**src/rtl/core/bezier_patch_tessellator_assert.svh**
```systemverilog
// Assertion macros used by the tessellator controller.
`ifndef BEZIER_PATCH_TESSELLATOR_ASSERT_SVH
`define BEZIER_PATCH_TESSELLATOR_ASSERT_SVH

// Checked property, masked while rst is high
`define BPT_ASSERT(label, prop, msg) \
  label: assert property (@(posedge clk) disable iff (rst) prop) else $error(msg);

// Checked property, also during reset
`define BPT_ASSERT_ALWAYS(label, prop, msg) \
  label: assert property (@(posedge clk) prop) else $error(msg);

`endif

```
**src/rtl/core/bpt_pkg.sv**
```systemverilog
`default_nettype none

package bpt_pkg;

  localparam int COMP_N   = 10;
  localparam int COMP_W   = 32;
  localparam int CTL_W    = COMP_N * COMP_W;
  localparam int IDX_W    = 24;
  localparam int DATA_W   = CTL_W + IDX_W;
  localparam int LVL_W    = 3;
  localparam int W_W      = 17;
  localparam int PROD_W   = COMP_W + W_W + 1;
  localparam int ACC_W    = PROD_W + 1;
  localparam int SLOT_W   = 4;
  localparam logic [SLOT_W-1:0] LAST_SLOT = 4'd8;
  localparam logic [W_W-1:0] WONE = 17'd65536;

  typedef enum logic [1:0] {
    ST_IDLE,
    ST_ISSUE,
    ST_DRAIN,
    ST_WRITE
  } state_t;

  // controller -> datapath commands
  typedef struct packed {
    logic              ld_en;
    logic [SLOT_W-1:0] ld_slot;
    logic              ld_base;
    logic              rd_en;
    logic              rd_row;
    logic [SLOT_W-1:0] rd_addr;
    logic [LVL_W-1:0]  lvl;
    logic [LVL_W-1:0]  t;
    logic [1:0]        k;
    logic              wr_row;
    logic [1:0]        wr_row_addr;
    logic              wr_out;
    logic              last;
  } cmd_t;

  // datapath -> controller status
  typedef struct packed {
    logic out_free;
  } sts_t;

  // Outer Bernstein weight round(W*(l-t)^2/l^2), t in 0..l
  function automatic logic [W_W-1:0] w_edge(logic [LVL_W-1:0] l, logic [LVL_W-1:0] t);
    logic [W_W-1:0] w;
    w = '0;
    if (t == '0) begin
      w = WONE;
    end else begin
      case ({l, t})
        {3'd2, 3'd1}: w = 17'd16384;
        {3'd3, 3'd1}: w = 17'd29127;
        {3'd3, 3'd2}: w = 17'd7282;
        {3'd4, 3'd1}: w = 17'd36864;
        {3'd4, 3'd2}: w = 17'd16384;
        {3'd4, 3'd3}: w = 17'd4096;
        {3'd5, 3'd1}: w = 17'd41943;
        {3'd5, 3'd2}: w = 17'd23593;
        {3'd5, 3'd3}: w = 17'd10486;
        {3'd5, 3'd4}: w = 17'd2621;
        {3'd6, 3'd1}: w = 17'd45511;
        {3'd6, 3'd2}: w = 17'd29127;
        {3'd6, 3'd3}: w = 17'd16384;
        {3'd6, 3'd4}: w = 17'd7282;
        {3'd6, 3'd5}: w = 17'd1820;
        {3'd7, 3'd1}: w = 17'd48149;
        {3'd7, 3'd2}: w = 17'd33437;
        {3'd7, 3'd3}: w = 17'd21400;
        {3'd7, 3'd4}: w = 17'd12037;
        {3'd7, 3'd5}: w = 17'd5350;
        {3'd7, 3'd6}: w = 17'd1337;
        default:      w = '0;
      endcase
    end
    return w;
  endfunction

  // Weight k of three at parameter t/l; the three always sum to one
  function automatic logic [W_W-1:0] bez_weight(logic [LVL_W-1:0] l, logic [LVL_W-1:0] t,
                                                logic [1:0] k);
    logic [W_W-1:0] w0;
    logic [W_W-1:0] w2;
    logic [W_W-1:0] w;
    w0 = w_edge(l, t);
    w2 = w_edge(l, l - t);
    case (k)
      2'd0:    w = w0;
      2'd2:    w = w2;
      default: w = WONE - w0 - w2;
    endcase
    return w;
  endfunction

  // floor(s / 65536 + 0.5), saturated to signed 32 bits
  function automatic logic [COMP_W-1:0] round_sat(logic signed [ACC_W-1:0] s);
    logic signed [ACC_W-1:0] r;
    logic signed [ACC_W-17:0] q;
    logic [COMP_W-1:0] y;
    r = s + ACC_W'(32768);
    q = r[ACC_W-1:16];
    if (q > (ACC_W-16)'(64'sh7FFFFFFF)) begin
      y = 32'h7FFF_FFFF;
    end else if (q < -(ACC_W-16)'(64'sh80000000)) begin
      y = 32'h8000_0000;
    end else begin
      y = q[COMP_W-1:0];
    end
    return y;
  endfunction

endpackage

`default_nettype wire

```
**src/rtl/core/bpt_ctrl.sv**
```systemverilog
`default_nettype none
`include "bezier_patch_tessellator_assert.svh"

module bpt_ctrl (
  input  wire                        clk,
  input  wire                        rst,
  input  wire                        cfg_we,
  input  wire  [bpt_pkg::LVL_W-1:0]  cfg_wdata,
  input  wire                        in_valid,
  input  wire                        in_last,
  output logic                       in_ready,
  input  bpt_pkg::sts_t              sts,
  output bpt_pkg::cmd_t              cmd
);

  bpt_pkg::state_t state;
  bpt_pkg::state_t state_next;
  logic [bpt_pkg::LVL_W-1:0] level;
  logic [bpt_pkg::LVL_W-1:0] lvl;
  logic [3:0]                loaded;
  logic [bpt_pkg::LVL_W-1:0] grid_row;
  logic [bpt_pkg::LVL_W-1:0] grid_col;
  logic [1:0]                rsel;
  logic [1:0]                k;
  logic                      drain;
  logic                      col_phase;
  logic                      accept;
  logic                      grid_end;
  logic                      wr_fire;

  assign lvl      = (level == '0) ? bpt_pkg::LVL_W'(1) : level;
  assign accept   = in_valid && in_ready;
  assign grid_end = (grid_row == lvl) && (grid_col == lvl);
  assign wr_fire  = (state == bpt_pkg::ST_WRITE) && (!col_phase || sts.out_free);

  // tessellation level register
  always_ff @(posedge clk) begin
    if (rst) begin
      level <= bpt_pkg::LVL_W'(5);
    end else if (cfg_we) begin
      level <= cfg_wdata;
    end
  end

  // next state
  always_comb begin
    state_next = state;
    unique case (state)
      bpt_pkg::ST_IDLE:  if (accept && in_last) state_next = bpt_pkg::ST_ISSUE;
      bpt_pkg::ST_ISSUE: if (k == 2'd2) state_next = bpt_pkg::ST_DRAIN;
      bpt_pkg::ST_DRAIN: if (drain) state_next = bpt_pkg::ST_WRITE;
      bpt_pkg::ST_WRITE: begin
        if (wr_fire) begin
          state_next = (col_phase && grid_end) ? bpt_pkg::ST_IDLE : bpt_pkg::ST_ISSUE;
        end
      end
      default: state_next = bpt_pkg::ST_IDLE;
    endcase
  end

  // state and grid counters
  always_ff @(posedge clk) begin
    if (rst) begin
      state     <= bpt_pkg::ST_IDLE;
      loaded    <= '0;
      grid_row  <= '0;
      grid_col  <= '0;
      rsel      <= '0;
      k         <= '0;
      drain     <= 1'b0;
      col_phase <= 1'b0;
    end else begin
      state <= state_next;
      if (accept) begin
        if (in_last) begin
          loaded    <= '0;
          grid_row  <= '0;
          grid_col  <= '0;
          rsel      <= '0;
          k         <= '0;
          drain     <= 1'b0;
          col_phase <= 1'b0;
        end else if (loaded < 4'd8) begin
          loaded <= loaded + 1'b1;
        end
      end
      if (state == bpt_pkg::ST_ISSUE) begin
        k <= (k == 2'd2) ? 2'd0 : k + 1'b1;
      end
      if (state == bpt_pkg::ST_DRAIN) begin
        drain <= ~drain;
      end
      if (wr_fire) begin
        if (!col_phase) begin
          if (rsel == 2'd2) begin
            rsel      <= '0;
            col_phase <= 1'b1;
            grid_col  <= '0;
          end else begin
            rsel <= rsel + 1'b1;
          end
        end else if (grid_col == lvl) begin
          if (grid_row != lvl) begin
            grid_row  <= grid_row + 1'b1;
            col_phase <= 1'b0;
          end
        end else begin
          grid_col <= grid_col + 1'b1;
        end
      end
    end
  end

  // command outputs
  always_comb begin
    in_ready        = (state == bpt_pkg::ST_IDLE);
    cmd             = '0;
    cmd.ld_en       = accept && (in_last || loaded < 4'd8);
    cmd.ld_slot     = in_last ? bpt_pkg::LAST_SLOT : loaded;
    cmd.ld_base     = accept && in_last;
    cmd.rd_en       = (state == bpt_pkg::ST_ISSUE);
    cmd.rd_row      = col_phase;
    cmd.rd_addr     = col_phase ? {2'b00, k}
                                : ({2'b00, rsel} + {1'b0, rsel, 1'b0} + {2'b00, k});
    cmd.lvl         = lvl;
    cmd.t           = col_phase ? grid_col : grid_row;
    cmd.k           = k;
    cmd.wr_row      = wr_fire && !col_phase;
    cmd.wr_row_addr = rsel;
    cmd.wr_out      = wr_fire && col_phase;
    cmd.last        = grid_end;
  end

  `BPT_ASSERT(a_out_free, cmd.wr_out |-> sts.out_free, "output written while occupied")
  `BPT_ASSERT(a_no_read_idle, in_ready |-> !cmd.rd_en, "read issued while taking input")
  `BPT_ASSERT(a_start, (accept && in_last) |=> (state == bpt_pkg::ST_ISSUE), "no start")
  `BPT_ASSERT(a_loaded, loaded <= 4'd8, "load count past eight")
  `BPT_ASSERT_ALWAYS(a_rst_idle, rst |=> (state == bpt_pkg::ST_IDLE && loaded == '0), "reset")

endmodule

`default_nettype wire
```
**config.mk**
```make
export PLATFORM = sky130hd
export DESIGN_NAME = bpt_ctrl
export DESIGN_NICKNAME = d
export VERILOG_FILES = /design/src/rtl/core/bpt_pkg.sv /design/src/rtl/core/bpt_ctrl.sv
export VERILOG_INCLUDE_DIRS = /design/src /design/src/rtl/core
export SDC_FILE = /design/constraint.sdc
export NUM_CORES = 1
export LEC_CHECK = 0
export BUFFER_PORTS_ARGS = -buffer_cell sky130_fd_sc_hd__buf_4
export CAP_MARGIN = 20
export CORE_UTILIZATION = 40
export DETAILED_ROUTE_END_ITERATION = 16
export SLEW_MARGIN = 20
export SYNTH_ARGS = -nofsm -noshare
export SYNTH_HDL_FRONTEND = slang
export SYNTH_SLANG_ARGS = --single-unit
```
**constraint.sdc**
```tcl
create_clock -name clk -period 4.54 [get_ports clk]
set_clock_uncertainty 0.05 [all_clocks]
set_input_delay 0.908 -clock clk [delete_from_list [all_inputs] [get_ports clk]]
set_output_delay 0.908 -clock clk [all_outputs]
set_load 0.05 [all_outputs]
```
==> impl_metrics.toml <==
[run_status]
status = "complete, no violations"

[floorplanning]
core-area_mm2 = 0.00339
top_level_ports = 35
rows = 21
die_area_mm2 = 0.00381
initial_core_util_pct = 42.2
die_h_um = 61.8
fp.dieW_um = 61.8

[yosys]
syn_area_mm2 = 0.00143
synthesis.nets = 190
ys_seq_area_share_pct = 29.4
synth_seq_cells = 21
ys.flop_type = "dfxtp_1"
yosysWarningCount = 0
syn_inst = 166
synth.top_cell.area_share_pct = 29.4
synth_cell_types = 45
netlist.top_cell.by_area = "dfxtp_1"
synth-edff-count = 0
synthTopCellsByArea = "dfxtp_1 (29%), ha_1 (11%), mux2_2 (4.7%), nor2_1 (3.9%), nor2b_1 (3.9%)"
async_flop_share_pct = 0
synth_area_per_cell_um2 = 8.61

[global_routing]
antenna_found_initial = 0
grt_use_total_pct = 16.4
met2_usage_pct = 28.4
top_usage_layer = "met2"
met3_usage_pct = 3.73
grt_max_degree = 21
overflow = 0
use_met1_pct = 20.7
grt_pass1_vias = 1050
grt_pass1_wl_um = 4620

[final_layout]
num-nets-final = 219
multi_input_area_um2 = 906
n_fill_cell = 309
area_growth_pct = 19.5
final_common_cell = "buf_4"
antenna_cells = 0
seq_area_um2 = 420
drive_gt1_share_pct = 26.3
layout_common_cells = "buf_4 (34), dfxtp_1 (21), nor2_1 (15), nand2_1 (13), ha_1 (13)"
fin_area_mm2 = 0.00171

[timing]
fin_crit_ns = 3.27
worst_pin_slew_ns = 0.503
min_period_over_period_pct = 72.0
max_slew_margin_pct = 66.2
setup-tns-final_ns = 0
slew_violations = 0
fmax_ghz = 0.306
hold_viol = 0
rsz0062_at_grt = "false"
setup_violations = 0

[power]
power_leakage_uw = 0.000774
ir_worst_vdd_uv = 211
p_total_uw = 571
p_per_area_mw_per_mm2 = 334

[routing]
ant_nets = 0
drc = 0
detail_route.first_pass.iterations = 4
wire_per_inst_um = 12.8
vias = 1234
via_per_inst = 5.14
routed_wirelength_um = 3060
drtIter0Drc = 43

[setup_path]
worstPathArrival_ns = 2.31
cp_max_fo = 6
crit_type = "flop to primary output"
cp-start-kind = "flop"
reg2reg_depth = 7
critPathCaptureType = "primary output"
cp.required_ns = 3.58

[min_path]
min_path_type = "flop to flop"
min_path_cells = 2

[cts]
clockBufferDepth = 2
cts_buffers = 3
clock-sinks = 21
cts.reportedPaths.clkPinSlew_ns = 0.12
cts_setup_buffers = 0
cts_resized = 0
htreeDepth = 1
insertion_delay_ns = 0.31
cts_hold_buf = 0
root_buffer = "clkbuf_4"
cts_tree = "built"

[placement]
portBuffers = 34
dp_hpwl_um = 2330
place_area_mm2 = 0.00168
gp_congestion = 0.777

[run]
cap_violations = 0
==> metrics by stage <==
stage | setup WS (ns) | hold slack, ns | utilization, % | std cells
finish | 1.27 | 0.451 | 50.4 | 240
global route | 1.16 | 0.476 | 50.4 | 240
CTS | 1.25 | 0.451 | 50.4 | 240
detailed placement | 1.61 | 0.430 | 49.6 | 236
global placement | 1.69 | 0.417 | 49.6 | 236
floorplan | 0.933 | 0.405 | - | 166
==> report_power, final <==
part	internal, µW	switching [µW]	leakage, µW	total [µW]
clock	32.9	60.2	0.0000177	93.2
sequential	200	21.4	0.000171	221
combinational	87.6	169	0.000586	256
==> kinds of logic after synthesis <==
group,Yosys count,synth area share [%]
and+or+nand+nor,67,25.0
AOI/OAI and AO/OA,29,15.0
buffers and inverters,21,7.18
DFF,21,29.4
adders and majority gates,15,14.2
muxes,8,6.13
xor gates and xnor gates,5,3.06
==> critical path, cell delays in order, from the launching register on <==
cell and delay, ns:
dfxtp_1 0.50, fa_1 0.48, ha_1 0.23, fa_1 0.47
nor2b_1 0.12, buf_4 0.21
==> sequential cells by signal (all words and copies together) (netlist names) <==
signal	cells
loaded	4
grid_col	3
grid_row	3
level	3
k	2
rsel	2
state	2
col_phase	1
drain	1
==> final timing paths <==
check,from,to,slack [ns]
hold / removal,drain,drain,0.45
setup reg to reg,state[0],grid_col[0],2.53
setup / recovery,rsel[1],cmd[15],1.27
hold reg to reg,drain,drain,0.45
==> metal layers <==
metal / part of all wire (%) / wire (µm) / vias to the layer above
li1: - / - / 627
met1: 46 / 1400 / 582
met2: 50 / 1530 / 23
met3: 3.6 / 110 / 2
met4: 0.62 / 19 / 0
met5: 0 / 0 / -
==> layout make-up <==
class	count	share of cell area, %
repair buffers	34	14.9
inverters	11	2.42
clock buffers	3	1.32
clock inverters	1	0.293
well taps	46	3.37
multi-input cells	124	53.0
flip-flops and latches	21	24.6
==> Yosys cell counts (all sizes together) (2+ instances only) <==
library cell and count:
dfxtp 21, nor2 15, ha 13, nand2 13, inv 11, nor2b 9
a21oi 8, nand3 7, buf 6, mux2 6, clkbuf 4, nand4 4
nor3 4, nor3b 4, o21ai 4, xor2 4, or2 3, a211o 2
a22oi 2, and3 2, fa 2, mux2i 2, o21a 2
(Power assumes the default switching activity.)
